`src/rtl/core/tx_frame_descriptor_segmenter_unit_assert.svh`:
```
// Assertion macros used by the transmit segmenter datapath.
`ifndef TX_FRAME_DESCRIPTOR_SEGMENTER_UNIT_ASSERT_SVH
`define TX_FRAME_DESCRIPTOR_SEGMENTER_UNIT_ASSERT_SVH
`ifndef SYNTH
// Check that a condition holds at every clock edge outside reset.
`define TFDS_ASSERT_ALWAYS(lbl, clk, rst, cond) \
  lbl: assert property (@(posedge clk) disable iff (rst) (cond)) \
    else $error("tfds assertion failed");
// Check that a consequence holds in the same cycle as its trigger.
`define TFDS_ASSERT_IMPLIES(lbl, clk, rst, ante, cons) \
  lbl: assert property (@(posedge clk) disable iff (rst) (ante) |-> (cons)) \
    else $error("tfds assertion failed");
`else
`define TFDS_ASSERT_ALWAYS(lbl, clk, rst, cond)
`define TFDS_ASSERT_IMPLIES(lbl, clk, rst, ante, cons)
`endif
`endif

```
`src/rtl/core/tfds_pkg.sv`:
```
// Types and constants of the transmit frame descriptor segmenter.
package tfds_pkg;

  localparam int SEGMENT_BYTES = 1524;
  localparam int MAX_SEGMENTS  = 43;
  localparam int LEN_W         = 16;
  localparam int SIZE_W        = 11;

  localparam logic [LEN_W-1:0]  SEG_LEN         = LEN_W'(SEGMENT_BYTES);
  localparam logic [SIZE_W-1:0] SEG_SIZE        = SIZE_W'(SEGMENT_BYTES);
  localparam logic [LEN_W:0]    MAX_FRAME_BYTES = (LEN_W+1)'(MAX_SEGMENTS * SEGMENT_BYTES);
  localparam logic [2:0]        TPS_SUSPENDED   = 3'd6;

  typedef enum logic [1:0] {
    STAT_OK        = 2'd0,
    STAT_ZERO_LEN  = 2'd1,
    STAT_HEAD_BUSY = 2'd2,
    STAT_TOO_LONG  = 2'd3
  } stat_code_t;

  typedef enum logic [1:0] {
    ST_IDLE = 2'b01,
    ST_EMIT = 2'b10
  } ctrl_state_t;

  // Controller to datapath.
  typedef struct packed {
    logic load;
    logic emit;
  } dp_cmd_t;

  // Datapath to controller.
  typedef struct packed {
    logic out_free;
    logic is_last;
  } dp_stat_t;

endpackage

```
`src/rtl/core/tfds_ctrl.sv`:
```
// Sequencer of the transmit segmenter: accepts a request, then paces entries.
module tfds_ctrl (
  input  logic               clk,
  input  logic               rst,
  input  logic               in_valid,
  output logic               in_stall,
  input  tfds_pkg::dp_stat_t stat,
  output tfds_pkg::dp_cmd_t  cmd
);
  import tfds_pkg::*;

  ctrl_state_t state;
  ctrl_state_t state_next;

  always_ff @(posedge clk) begin
    if (rst) begin
      state <= ST_IDLE;
    end else begin
      state <= state_next;
    end
  end

  always_comb begin
    state_next = state;
    in_stall   = 1'b1;
    cmd        = '0;
    case (state)
      ST_IDLE: begin
        in_stall = 1'b0;
        if (in_valid) begin
          cmd.load   = 1'b1;
          state_next = ST_EMIT;
        end
      end
      ST_EMIT: begin
        // Advance one entry whenever the output register can take it.
        if (stat.out_free) begin
          cmd.emit = 1'b1;
          if (stat.is_last) begin
            state_next = ST_IDLE;
          end
        end
      end
      default: begin
        state_next = ST_IDLE;
      end
    endcase
  end

endmodule

```
`src/rtl/core/tfds_dp.sv`:
```
// Datapath of the transmit segmenter: remaining length, flags, output register.
`include "tx_frame_descriptor_segmenter_unit_assert.svh"
module tfds_dp (
  input  logic                        clk,
  input  logic                        rst,
  input  tfds_pkg::dp_cmd_t           cmd,
  output tfds_pkg::dp_stat_t          stat,
  input  logic [tfds_pkg::LEN_W-1:0]  frame_length,
  input  logic                        head_owned,
  input  logic [2:0]                  tx_process_state,
  input  logic                        buffer_unavailable,
  output logic                        out_valid,
  input  logic                        out_stall,
  output logic [tfds_pkg::SIZE_W-1:0] segment_size,
  output logic                        first_segment,
  output logic                        last_segment,
  output logic [1:0]                  status,
  output logic                        poll_demand,
  output logic                        clear_unavailable
);
  import tfds_pkg::*;

  logic [LEN_W-1:0] rem;
  stat_code_t       err;
  logic             first_pend;
  logic             poll_pend;
  logic             clr_pend;
  stat_code_t       err_next;
  logic             rem_fits;

  always_comb begin
    if (frame_length == '0) begin
      err_next = STAT_ZERO_LEN;
    end else if (head_owned) begin
      err_next = STAT_HEAD_BUSY;
    end else if ({1'b0, frame_length} > MAX_FRAME_BYTES) begin
      err_next = STAT_TOO_LONG;
    end else begin
      err_next = STAT_OK;
    end
  end

  assign rem_fits      = (rem <= SEG_LEN);
  assign stat.is_last  = (err != STAT_OK) || rem_fits;
  assign stat.out_free = !out_valid || !out_stall;

  // Request context.
  always_ff @(posedge clk) begin
    if (cmd.load) begin
      rem        <= frame_length;
      err        <= err_next;
      first_pend <= 1'b1;
      poll_pend  <= (tx_process_state == TPS_SUSPENDED) || buffer_unavailable;
      clr_pend   <= buffer_unavailable;
    end else if (cmd.emit && err == STAT_OK && !rem_fits) begin
      rem        <= rem - SEG_LEN;
      first_pend <= 1'b0;
    end
  end

  // Output register.
  always_ff @(posedge clk) begin
    if (rst) begin
      out_valid <= 1'b0;
    end else if (cmd.emit) begin
      out_valid <= 1'b1;
    end else if (!out_stall) begin
      out_valid <= 1'b0;
    end
  end

  always_ff @(posedge clk) begin
    if (cmd.emit) begin
      if (err != STAT_OK) begin
        segment_size      <= '0;
        first_segment     <= 1'b0;
        last_segment      <= 1'b1;
        status            <= err;
        poll_demand       <= 1'b0;
        clear_unavailable <= 1'b0;
      end else if (rem_fits) begin
        segment_size      <= rem[SIZE_W-1:0];
        first_segment     <= first_pend;
        last_segment      <= 1'b1;
        status            <= STAT_OK;
        poll_demand       <= poll_pend;
        clear_unavailable <= clr_pend;
      end else begin
        segment_size      <= SEG_SIZE;
        first_segment     <= first_pend;
        last_segment      <= 1'b0;
        status            <= STAT_OK;
        poll_demand       <= 1'b0;
        clear_unavailable <= 1'b0;
      end
    end
  end

  `TFDS_ASSERT_IMPLIES(a_emit_free, clk, rst, cmd.emit, !out_valid || !out_stall)
  `TFDS_ASSERT_IMPLIES(a_kick_last, clk, rst, out_valid && (poll_demand || clear_unavailable), last_segment)
  `TFDS_ASSERT_IMPLIES(a_err_shape, clk, rst, out_valid && status != STAT_OK, last_segment && !first_segment && segment_size == '0)

endmodule

```
`src/rtl/core/tx_frame_descriptor_segmenter_unit.sv`:
```
// Top level of the transmit frame descriptor segmenter.
//
//   channel   direction  handshake            payload
//   request   in         in_valid / in_stall  frame_length, head_owned,
//                                             tx_process_state, buffer_unavailable
//   entry     out        out_valid/out_stall  segment_size, first_segment,
//                                             last_segment, status,
//                                             poll_demand, clear_unavailable
//
// A request yields N entries (1 for a rejected request, ceil(length / SEGMENT_BYTES)
// otherwise); the sequencer accepts it, emits one entry per cycle into the output
// register while the entry side does not stall, and then returns to idle.
// Reset (rst, synchronous) returns the sequencer to idle and drops out_valid.
// A stall on the entry side holds the output register and pauses emission;
// in_stall is high from acceptance until the last entry of a request is loaded.
module tx_frame_descriptor_segmenter_unit (
  input  logic                        clk,
  input  logic                        rst,
  input  logic                        in_valid,
  output logic                        in_stall,
  input  logic [tfds_pkg::LEN_W-1:0]  frame_length,
  input  logic                        head_owned,
  input  logic [2:0]                  tx_process_state,
  input  logic                        buffer_unavailable,
  output logic                        out_valid,
  input  logic                        out_stall,
  output logic [tfds_pkg::SIZE_W-1:0] segment_size,
  output logic                        first_segment,
  output logic                        last_segment,
  output logic [1:0]                  status,
  output logic                        poll_demand,
  output logic                        clear_unavailable
);
  import tfds_pkg::*;

  // Commands from the sequencer, status back from the datapath.
  dp_cmd_t  cmd;
  dp_stat_t stat;

  // Sequencer: hold off new requests while one is being split.
  tfds_ctrl u_ctrl (
    .clk      (clk),
    .rst      (rst),
    .in_valid (in_valid),
    .in_stall (in_stall),
    .stat     (stat),
    .cmd      (cmd)
  );

  // Datapath: classify the request, count down the remaining bytes,
  // and drive the registered entry.
  tfds_dp u_dp (
    .clk                (clk),
    .rst                (rst),
    .cmd                (cmd),
    .stat               (stat),
    .frame_length       (frame_length),
    .head_owned         (head_owned),
    .tx_process_state   (tx_process_state),
    .buffer_unavailable (buffer_unavailable),
    .out_valid          (out_valid),
    .out_stall          (out_stall),
    .segment_size       (segment_size),
    .first_segment      (first_segment),
    .last_segment       (last_segment),
    .status             (status),
    .poll_demand        (poll_demand),
    .clear_unavailable  (clear_unavailable)
  );

endmodule

```
`config.mk`:
```
export PLATFORM = sky130hd
export DESIGN_NAME = tx_frame_descriptor_segmenter_unit
export DESIGN_NICKNAME = d
export VERILOG_FILES = /design/src/rtl/core/tfds_pkg.sv /design/src/rtl/core/tfds_ctrl.sv /design/src/rtl/core/tfds_dp.sv /design/src/rtl/core/tx_frame_descriptor_segmenter_unit.sv
export VERILOG_INCLUDE_DIRS = /design/src /design/src/rtl/core
export SDC_FILE = /design/constraint.sdc
export NUM_CORES = 1
export LEC_CHECK = 0
export BUFFER_PORTS_ARGS = -buffer_cell sky130_fd_sc_hd__buf_2
export CORE_UTILIZATION = 58
export CTS_CLUSTER_DIAMETER = 50
export DETAILED_ROUTE_END_ITERATION = 12
export MAX_ROUTING_LAYER = met4
export PLACE_DENSITY = 0.91
export SLEW_MARGIN = 20
export SYNTH_ARGS = -nofsm -noshare
export SYNTH_HDL_FRONTEND = slang
export SYNTH_HIERARCHICAL = 1
export SYNTH_SLANG_ARGS = --single-unit
```
`constraint.sdc`:
```
create_clock -name clk -period 4.56 [get_ports clk]
set_clock_uncertainty 0.15 [all_clocks]
set_input_delay 0.912 -clock clk [delete_from_list [all_inputs] [get_ports clk]]
set_output_delay 0.912 -clock clk [all_outputs]
set_load 0.03 [all_outputs]
```
==> summary.txt, run 1 <==
Worst hold path
  • Hold depth: 2
  • HP Class: register to register
  • End of the worst hold path: u_dp/first_pend
  • Min-delay src: u_dp/first_pend

Clock tree
  • Root buffer cell: clkbuf_4
  • Post-CTS Resized: 0
  • Clock insertion delay at the later pin of the skew report: around 0.34 ns
  • Clk pin slew, worst setup/hold paths: ~0.12 ns
  • Clock buffer count from CTS: 5
  • CTS tree: done
  • # H-tree levels: 2
  • Postcts setup bufs: 0
  • Clock sink count: 41
  • Max clock buf depth: 2
  • # hold bufs at CTS: 0

Cells and area
  • Final instance area: between 0.002 and 0.0025 mm2
  • Synth-to-layout area growth: 14.8%
  • Non-filler instance count after layout: 260
  • Number of diodes: 0
  • # fillers: roughly 280
  • # nets final: 240
  • Share of cells above drive strength 1: approximately 29%

Worst setup path
  • RR Endpoint: u_dp/rem[11]
  • Reg2reg start: u_dp/rem[2]
  • Crit Path Category: register to register
  • Worst reg2reg setup slack: 1.48 ns
  • Endpoint class of the critical path: register
  • Startpoint Class: register
  • Crit-path max FO: 17
  • CP required: around 4.4 ns
  • R2R cell count: 5
  • Critical Path AT: approximately 2.9 ns

GRT
  • Total Routing Usage GR: about a quarter
  • Initial antenna violation count: 0
  • Largest net degree at the start of global routing: 31
  • Vias in the first global route: roughly 1,300
  • Global-route wire length before repair: 6.09 mm
  • GRT overflow: 0

Synthesis
  • Synth Flop Type: edfxtp_1
  • Count leader, synth: edfxtp_1
  • EDFF count, synth: 37
  • Yosys cell types: 41
  • Top post-synthesis cells by area: edfxtp_1, dfxtp_1, nand2_1, nor4b_2, xor2_1
  • Syn_nets: 200
  • Syn Area/Cell: around 12 um2
  • Area leader, netlist: edfxtp_1
  • Async S/R FF share, synth: 0%
  • Synth warn: 6
  • Seq/Total Area, Yosys: 58.2%
  • Commonest cells in the synthesized netlist: edfxtp_1, nand2_1, o21ai_1
  • Post-synth top area share: about 54%
  • Mapped cell area: 0.00205 mm2
  • Synth Register Bits: between 40 and 50
  • Syn Inst Count: ~170

Floorplan
  • Initial Util: 60.8%
  • Die area: ~0.0038 mm2
  • # rows: 21
  • Core area: 0.00336 mm2
  • Die extent in x: around 61 um
  • I/O pins: between 40 and 50
  • Die span in y: around 61 um

Route
  • Vias: 1,479
  • Vias/cell: 5.69
  • Routed len/inst: between 15 and 20 um
  • Post-route ant nets: 0
  • Drt drc: 0
  • Initial DRC Count: 68
  • Drt first pass iters: 4
  • Final wirelength: ~3.9 mm

Place
  • HPWL Detailed: 2.87 mm
  • Placed cell count: 252
  • Gp weighted congestion: 0.917
  • Input/output buffers: 43
  • Cell Area, Placed: 0.00227 mm2

Pwr
  • Sequential group share of total power: between 50% and 60%
  • Power Density: 346 mW/mm2
  • Gate power share: ~15%
  • Worst IR Drop VDD: between 200 and 250 uV
  • P_int: a little over 600 uW
  • Cell leakage power: 0.859 nW
  • Clock group share of total power: 27.8%
  • NetSw: between 200 and 250 uW
  • Switching Share: about 26%

Timing
  • Worst-margin pin slew: between 0.7 and 0.8 ns
  • TNS Setup: 0 ns
  • RSZ-0062 raised after global routing: false
  • Final Setup Violations: 0
  • Final worst path period need: 3.08 ns
  • Hold Violations, Final: 0
  • Fmax: ~330 MHz
  • Crit share post-route: slightly below 70%
  • Final slew viol count: 0
  • Slew headroom: between 40% and 50%

Flow run
  • Maxcap violations: 0

Outcome
  • Status: completed
## routing by layer
| layer | global-route usage, % | vias up | wire (um) |
|---|---|---|---|
| met4 | 8.25 | 0 | 37 |
| met5 | - | - | 0 |
| li1 | - | 726 | - |
| met1 | 32.2 | 700 | 1700 |
| met3 | 5.04 | 4 | 243 |
| met2 | 35.1 | 49 | 1920 |
## final cells by class
| type | instances | area (um2) | share of cell area [%] |
|---|---|---|---|
| repair buffers | 44 | 223 | 9.48 |
| flip-flops and latches | 41 | 1190 | 50.7 |
| well taps | 46 | 57.6 | 2.45 |
| inverters | 8 | 30.0 | 1.28 |
| clock buffers | 5 | 37.5 | 1.60 |
| clock inverters | 3 | 41.3 | 1.76 |
| multi-input cells | 113 | 768 | 32.7 |
## worst max path at each step
stage	start	endpoint	slack, ns	cells after the start
floorplan	u_dp/rem[3]	u_dp/rem[10]	2.00	7
global placement	u_dp/rem[2]	u_dp/rem[3]	1.66	5
detailed placement	u_dp/rem[2]	u_dp/rem[3]	1.54	5
CTS	u_dp/rem[2]	u_dp/rem[3]	1.50	5
global route	u_dp/rem[2]	u_dp/rem[2]	1.27	5
finish	u_dp/rem[2]	u_dp/rem[11]	1.48	5
## cell usage in the layout (no fill, tap or decap), types with 2 or more instances in the layout
cell type	instances
o21a_1	8
dfxtp_1	4
inv_1	8
xor2_1	7
nor4_1	5
buf_2	43
nand4_1	5
clkbuf_4	5
edfxtp_1	37
and3_1	2
a21o_1	2
o21ai_1	9
nor4b_2	5
xnor2_1	4
o311ai_1	3
nand2_1	20
a21oi_1	6
ha_1	2
and2_1	3
o21bai_1	2
nor2_1	8
nand2b_1	2
o21ai_0	3
## registers in the layout, summed over array words and instances (netlist names)
signal / cells
u_dp/last_segment: 1
u_dp/out_valid: 1
u_dp/status: 2
u_dp/clr_pend: 1
u_dp/first_pend: 1
u_dp/segment_size: 11
u_dp/poll_demand: 1
u_dp/poll_pend: 1
u_ctrl/state: 2
u_dp/clear_unavailable: 1
u_dp/first_segment: 1
u_dp/err: 2
u_dp/rem: 16
## logic make-up (layout without fill, tap and decap cells)
kind of cell,count (synthesis),count (layout),share of synthesized area (%)
muxes,1,1,0.550
buffers and inverters,19,60,4.22
adders and majority gates,2,2,1.22
xor gates and xnor gates,11,11,4.71
AOI/OAI and AO/OA,39,39,12.4
and+or+nand+nor,60,60,18.7
DFF,41,41,58.2
## critical path: stages (launching register included)
cell and delay [ns]:
edfxtp_1 0.48, inv_1 0.07, ha_1 0.27, o41ai_1 0.51, a21o_1 0.59, a31o_1 0.64
## stage by stage
| step | worst slack (ns) | utilization (%) | power, mW | hold slack (ns) |
|---|---|---|---|---|
| final | 1.48 | 69.8 | 0.813 | 0.388 |
| after global placement | 1.66 | 67.5 | 0.587 | 0.336 |
| after CTS | 1.50 | 69.8 | 0.816 | 0.372 |
| after detailed placement | 1.54 | 67.5 | 0.592 | 0.349 |
| after global routing | 1.27 | 69.8 | 0.847 | 0.415 |
| after floorplan | 2.00 | - | 0.553 | 0.311 |
## power groups by stage
stage	Combinational, mW	Sequential [mW]	Clock, mW
after floorplan	0.0823	0.470	0
after global placement	0.115	0.473	0
after detailed placement	0.118	0.475	0
after global routing	0.133	0.470	0.243
final	0.120	0.467	0.226
after CTS	0.119	0.466	0.231
Note: power is estimated with default switching activity, not from simulation.
==> run 2: changes to the inputs <==
CORE_UTILIZATION = 54   (was 58)
PLACE_DENSITY = 0.86   (was 0.91)
clock period = 3.2 ns   (was 4.56 ns; I/O delays follow)
==> summary.txt, run 2 (synthesis gave the netlist of run 1 again) <==
Pwr
  • NetSw: 299 uW
  • Gate power share: between 10% and 20%
  • Power Density: 522 mW/mm2
  • Sequential group share of total power: 53.1%
  • Cell leakage power: between 0.8 and 0.9 nW
  • Clock group share of total power: between 30% and 40%
  • Total power: ~1.3 mW
  • Worst IR Drop VDD: ~260 uV
  • P_int: 955 uW
  • Switching Share: about a quarter

Clock tree
  • # hold bufs at CTS: 0
  • CTS tree: done
  • # H-tree levels: 2
  • Clock insertion delay at the later pin of the skew report: 0.29 ns
  • Clock buffer count from CTS: 5
  • Root buffer cell: clkbuf_8
  • Clk pin slew, worst setup/hold paths: about 0.07 ns
  • Max clock buf depth: 2
  • Post-CTS Resized: 0
  • Clock sink count: 41
  • Postcts setup bufs: 0

Timing
  • Final worst path period need: between 2 and 3 ns
  • Final Setup Violations: 0
  • RSZ-0062 raised after global routing: false
  • Final slew viol count: 0
  • Slew headroom: about three fifths
  • Hold Violations, Final: 0
  • Fmax: a little under 400 MHz
  • Crit share post-route: roughly 81%
  • Worst-margin pin slew: ~0.60 ns
  • TNS Setup: 0 ns

Cells and area
  • Largest register FFs: 16
  • Commonest non-fill, non-tap cell in the layout: buf_2
  • # nets final: between 200 and 250
  • Share of cells above drive strength 1: 29.6%
  • Number of diodes: 0
  • Final instance area: 0.00240 mm2
  • Sequential cell area: ~0.0012 mm2
  • Top flop regs: u_dp/rem x16, u_dp/segment_size x11
  • Most frequent cells in the layout: buf_2, edfxtp_1, nand2_1
  • Register name with the most flops: u_dp/rem
  • Area of the multi-input gates: ~770 um2
  • Synth-to-layout area growth: 17.4%
  • # fillers: roughly 270

Worst setup path
  • Crit Path Category: register to register
  • Critical Path AT: roughly 2.4 ns
  • Crit-path cells: inv_1 -> ha_1 -> or4b_1 -> or4_1 -> a21o_1 -> a31o_1
  • Endpoint class of the critical path: register
  • Startpoint Class: register
  • Crit-path max FO: 14
  • Worst reg2reg setup slack: 0.60 ns
  • CP Buf/Inv Count: 1
  • CP required: ~3.0 ns
  • Slowest CP cell: edfxtp_1
  • Crit-path leading delay family: simple AND/OR/NAND/NOR gates
  • Max stage delay on crit path: ~0.42 ns

GRT
  • Global-route wire length before repair: slightly below 6 mm
  • Vias in the first global route: 1,314
  • GRT overflow: 0
  • Initial antenna violation count: 0
  • Largest net degree at the start of global routing: 23
  • Total Routing Usage GR: about a fifth

Route
  • Routed len/inst: 14.0 um
  • Drt first pass iters: 4
  • Vias/cell: 5.53
  • Post-route ant nets: 0
  • Vias: 1,448
  • Drt drc: 0
  • Initial DRC Count: between 60 and 70
  • Final wirelength: roughly 3.7 mm

Floorplan
  • Core area: roughly 0.0035 mm2
  • Die area: 0.00404 mm2
  • Die extent in x: 63.6 um
  • Initial Util: roughly 60%
  • Die span in y: around 64 um
  • # rows: 21
  • I/O pins: 44

Outcome
  • Status: completed

Flow run
  • Maxcap violations: 0

Place
  • Cell Area, Placed: 0.00228 mm2
  • Input/output buffers: 43
  • HPWL Detailed: between 2 and 3 mm
  • Gp weighted congestion: slightly below 0.9

Worst hold path
  • HP Class: register to register
-- run 2: changes by cell type in the layout (fill, tap and decap cells not counted), sizes merged --
| cell | delta |
|---|---|
| clkinv | -1 |
| buf | +2 |
| clkbuf | +2 |
| clkinvlp | -1 |
-- run 2: worst reg2reg max path, delay by kind of cell (launching register included) --
family / cells / cell delay (ns)
AO/OA/AOI/OAI: 2 / 0.62
adder cells (fa/ha/maj): 1 / 0.14
buffers and inverters: 1 / 0.13
flip-flops: 1 / 0.42
AND/OR/NAND/NOR: 2 / 0.82
-- run 2: power by group through the flow --
stage | registers, mW | clock network, mW | logic [mW]
6_report | 0.666 | 0.417 | 0.171
5_1_grt | 0.670 | 0.443 | 0.190
4_1_cts | 0.666 | 0.422 | 0.170
3_5_place_dp | 0.677 | 0 | 0.169
3_3_place_gp | 0.675 | 0 | 0.166
2_1_floorplan | 0.670 | 0 | 0.117
-- run 2: metal layers --
metal / track usage (%) / wire, um / vias up
li1: - / - / 726
met4: 6.82 / 31 / 0
met1: 26.5 / 1690 / 658
met3: 3.80 / 207 / 6
met5: - / 0 / -
met2: 31.5 / 1750 / 58
-- run 2: final timing paths --
path	start	to	cells after the start
min	u_ctrl/state[1]	u_ctrl/state[1]	2
max	u_dp/rem[3]	u_dp/rem[3]	6
max reg2reg	u_dp/rem[3]	u_dp/rem[3]	6
min reg2reg	u_ctrl/state[1]	u_ctrl/state[1]	2
-- run 2: layout make-up --
type / instances / area share [%]
clock buffer: 7 / 3.60
multi-input combinational: 113 / 32.0
inverter: 8 / 1.25
sequential: 41 / 49.6
tap: 46 / 2.40
clock inverter: 1 / 1.25
timing repair buffer: 46 / 9.90
-- run 2: through the flow --
step / util [%] / std cells / hold slack, ns / worst slack, ns
finish: 69.2 / 262 / 0.356 / 0.598
detailed placement: 65.9 / 254 / 0.347 / 0.597
floorplan: - / 173 / 0.311 / 0.644
global placement: 65.9 / 254 / 0.326 / 0.646
global route: 69.2 / 262 / 0.385 / 0.442
CTS: 69.2 / 262 / 0.357 / 0.576
==> run 3: changes to the inputs <==
CORE_UTILIZATION = 48   (was 54)
PLACE_DENSITY = 0.82   (was 0.86)
clock period = 2.3 ns   (was 3.2 ns; I/O delays follow)
==> summary.txt, run 3 (synthesis gave the netlist of run 1 again) <==
Cells and area
  • Most frequent cells in the layout: buf_2, edfxtp_1, buf_4
  • Area of the multi-input gates: 833 um2
  • Fin util: between 60% and 70%
  • Number of diodes: 0
  • # fillers: 309
  • Synth-to-layout area growth: 28.1%
  • Share of cells above drive strength 1: between 30% and 40%
  • Register name with the most flops: u_dp/rem
  • Sequential cell area: ~0.0012 mm2
  • Commonest non-fill, non-tap cell in the layout: buf_2
  • Largest register FFs: 16
  • # nets final: 263
  • Top flop regs: u_dp/rem x16, u_dp/segment_size x11

Timing
  • Final worst slack: -0.123 ns
  • Crit share post-route: 105%
  • WHS: between 0.2 and 0.25 ns
  • Hold Violations, Final: 0
  • Final Setup Violations: 30
  • RSZ-0062 raised after global routing: true
  • Worst-margin pin slew: roughly 0.44 ns
  • Slew headroom: 70.4%
  • TNS Setup: -2.93 ns
  • Fmax: a little over 400 MHz
  • Final worst path period need: 2.42 ns
  • Final slew viol count: 0

Place
  • HPWL Detailed: about 3.2 mm
  • Gp weighted congestion: 0.836
  • Input/output buffers: 43
  • Place WS: -0.0760 ns

Floorplan
  • Die extent in x: between 60 and 70 um
  • Core area: slightly above 0.004 mm2
  • Die area: roughly 0.0045 mm2
  • Initial Util: 50.4%
  • # rows: 23
  • I/O pins: 44
  • Die span in y: slightly below 70 um

Clock tree
  • # H-tree levels: 2
  • Clock buffer count from CTS: 5
  • Root buffer cell: clkbuf_8
  • Clk pin slew, worst setup/hold paths: 0.07 ns
  • CTS tree: done
  • Clock sink count: 41
  • Max clock buf depth: 2
  • Clock insertion delay at the later pin of the skew report: around 0.30 ns
  • # hold bufs at CTS: 0

Pwr
  • Power Density: approximately 670 mW/mm2
  • Cell leakage power: 1.01 nW
  • Worst IR Drop VDD: 328 uV

GRT
  • GRT overflow: 0
  • Met1 Use GR: 28.2%
  • Initial antenna violation count: 0
  • Total Routing Usage GR: between 20% and 30%
  • GRT met2 Usage: a little over a third
  • Met3 usage: roughly 5.7%
  • Global-route wire length before repair: around 7.0 mm
  • Largest net degree at the start of global routing: 24
  • Vias in the first global route: between 1,000 and 1,500
  • GR peak layer: met2

Worst setup path
  • Startpoint Class: register
  • Crit-path max FO: 14
  • Endpoint class of the critical path: register
  • CP required: ~2.2 ns
  • Crit Path Category: register to register
  • Critical Path AT: ~2.3 ns

Route
  • Vias: 1,601
  • Post-route ant nets: 0
  • Vias/cell: approximately 5.6
  • Routed len/inst: approximately 16 um
  • Initial DRC Count: approximately 100
  • Drt first pass iters: 4
  • Final wirelength: about 4.5 mm
  • Drt drc: 0

Flow run
  • Maxcap violations: 0

Worst hold path
  • HP Class: primary input to register

Outcome
  • Status: finished with violations
  • Failing checks: setup timing
-- run 3: cell types whose count changed in the layout (fill, tap and decap cells not counted), sizes merged --
cell / before / now
clkinv: 0 / 1
bufinv: 1 / 0
buf: 46 / 67
-- run 3: worst max-delay path: stages (launching register included) --
cell and delay [ns]:
edfxtp_1 0.41, inv_2 0.11, ha_4 0.13, or4b_1 0.41, or4_1 0.41, a21o_1 0.23
a31o_4 0.32
-- run 3: repair_timing --
item,in CTS,in global routing
endpoints found under the setup margin,26,30
cloned,0,0
setup buffers,1,3
pin swaps,1,2
resized for setup,4,6
endpoints found under the hold margin,0,0
-- run 3: through the flow --
step,instance area (um2),power (mW),std cells
global placement,2430,1.21,275
CTS,2560,1.74,284
detailed placement,2430,1.22,275
floorplan,2050,1.10,173
global route,2620,1.81,287
finish,2620,1.75,287
-- run 3: final timing paths --
path,startpoint,endpoint,slack (ns),cells past startpoint
worst max-delay path,u_dp/rem[3],u_dp/rem[9],-0.12,6
worst min register to register,u_ctrl/state[1],u_ctrl/state[1],0.38,2
worst max register to register,u_dp/rem[3],u_dp/rem[9],-0.12,6
worst min-delay path,rst,u_ctrl/state[1],0.20,2
-- run 3: metal layers --
layer | vias to the layer above | routed length (um)
met1 | 759 | 1800
met3 | 13 | 323
met4 | 0 | 123
met2 | 63 | 2290
met5 | - | 0
li1 | 766 | -
-- run 3: power by group --
group          switching [mW]  internal, mW
logic                   0.182         0.144
registers              0.0366         0.875
clock network           0.237         0.271
total                   0.456          1.29
-- run 3: final cells by class --
cell class                 count  area share [%]
clock buffer                   7            3.68
tap                           50            2.39
multi-input combinational    113            31.8
timing repair buffer          67            15.4
inverter                       8            1.15
sequential                    41            45.4
clock inverter                 1           0.191
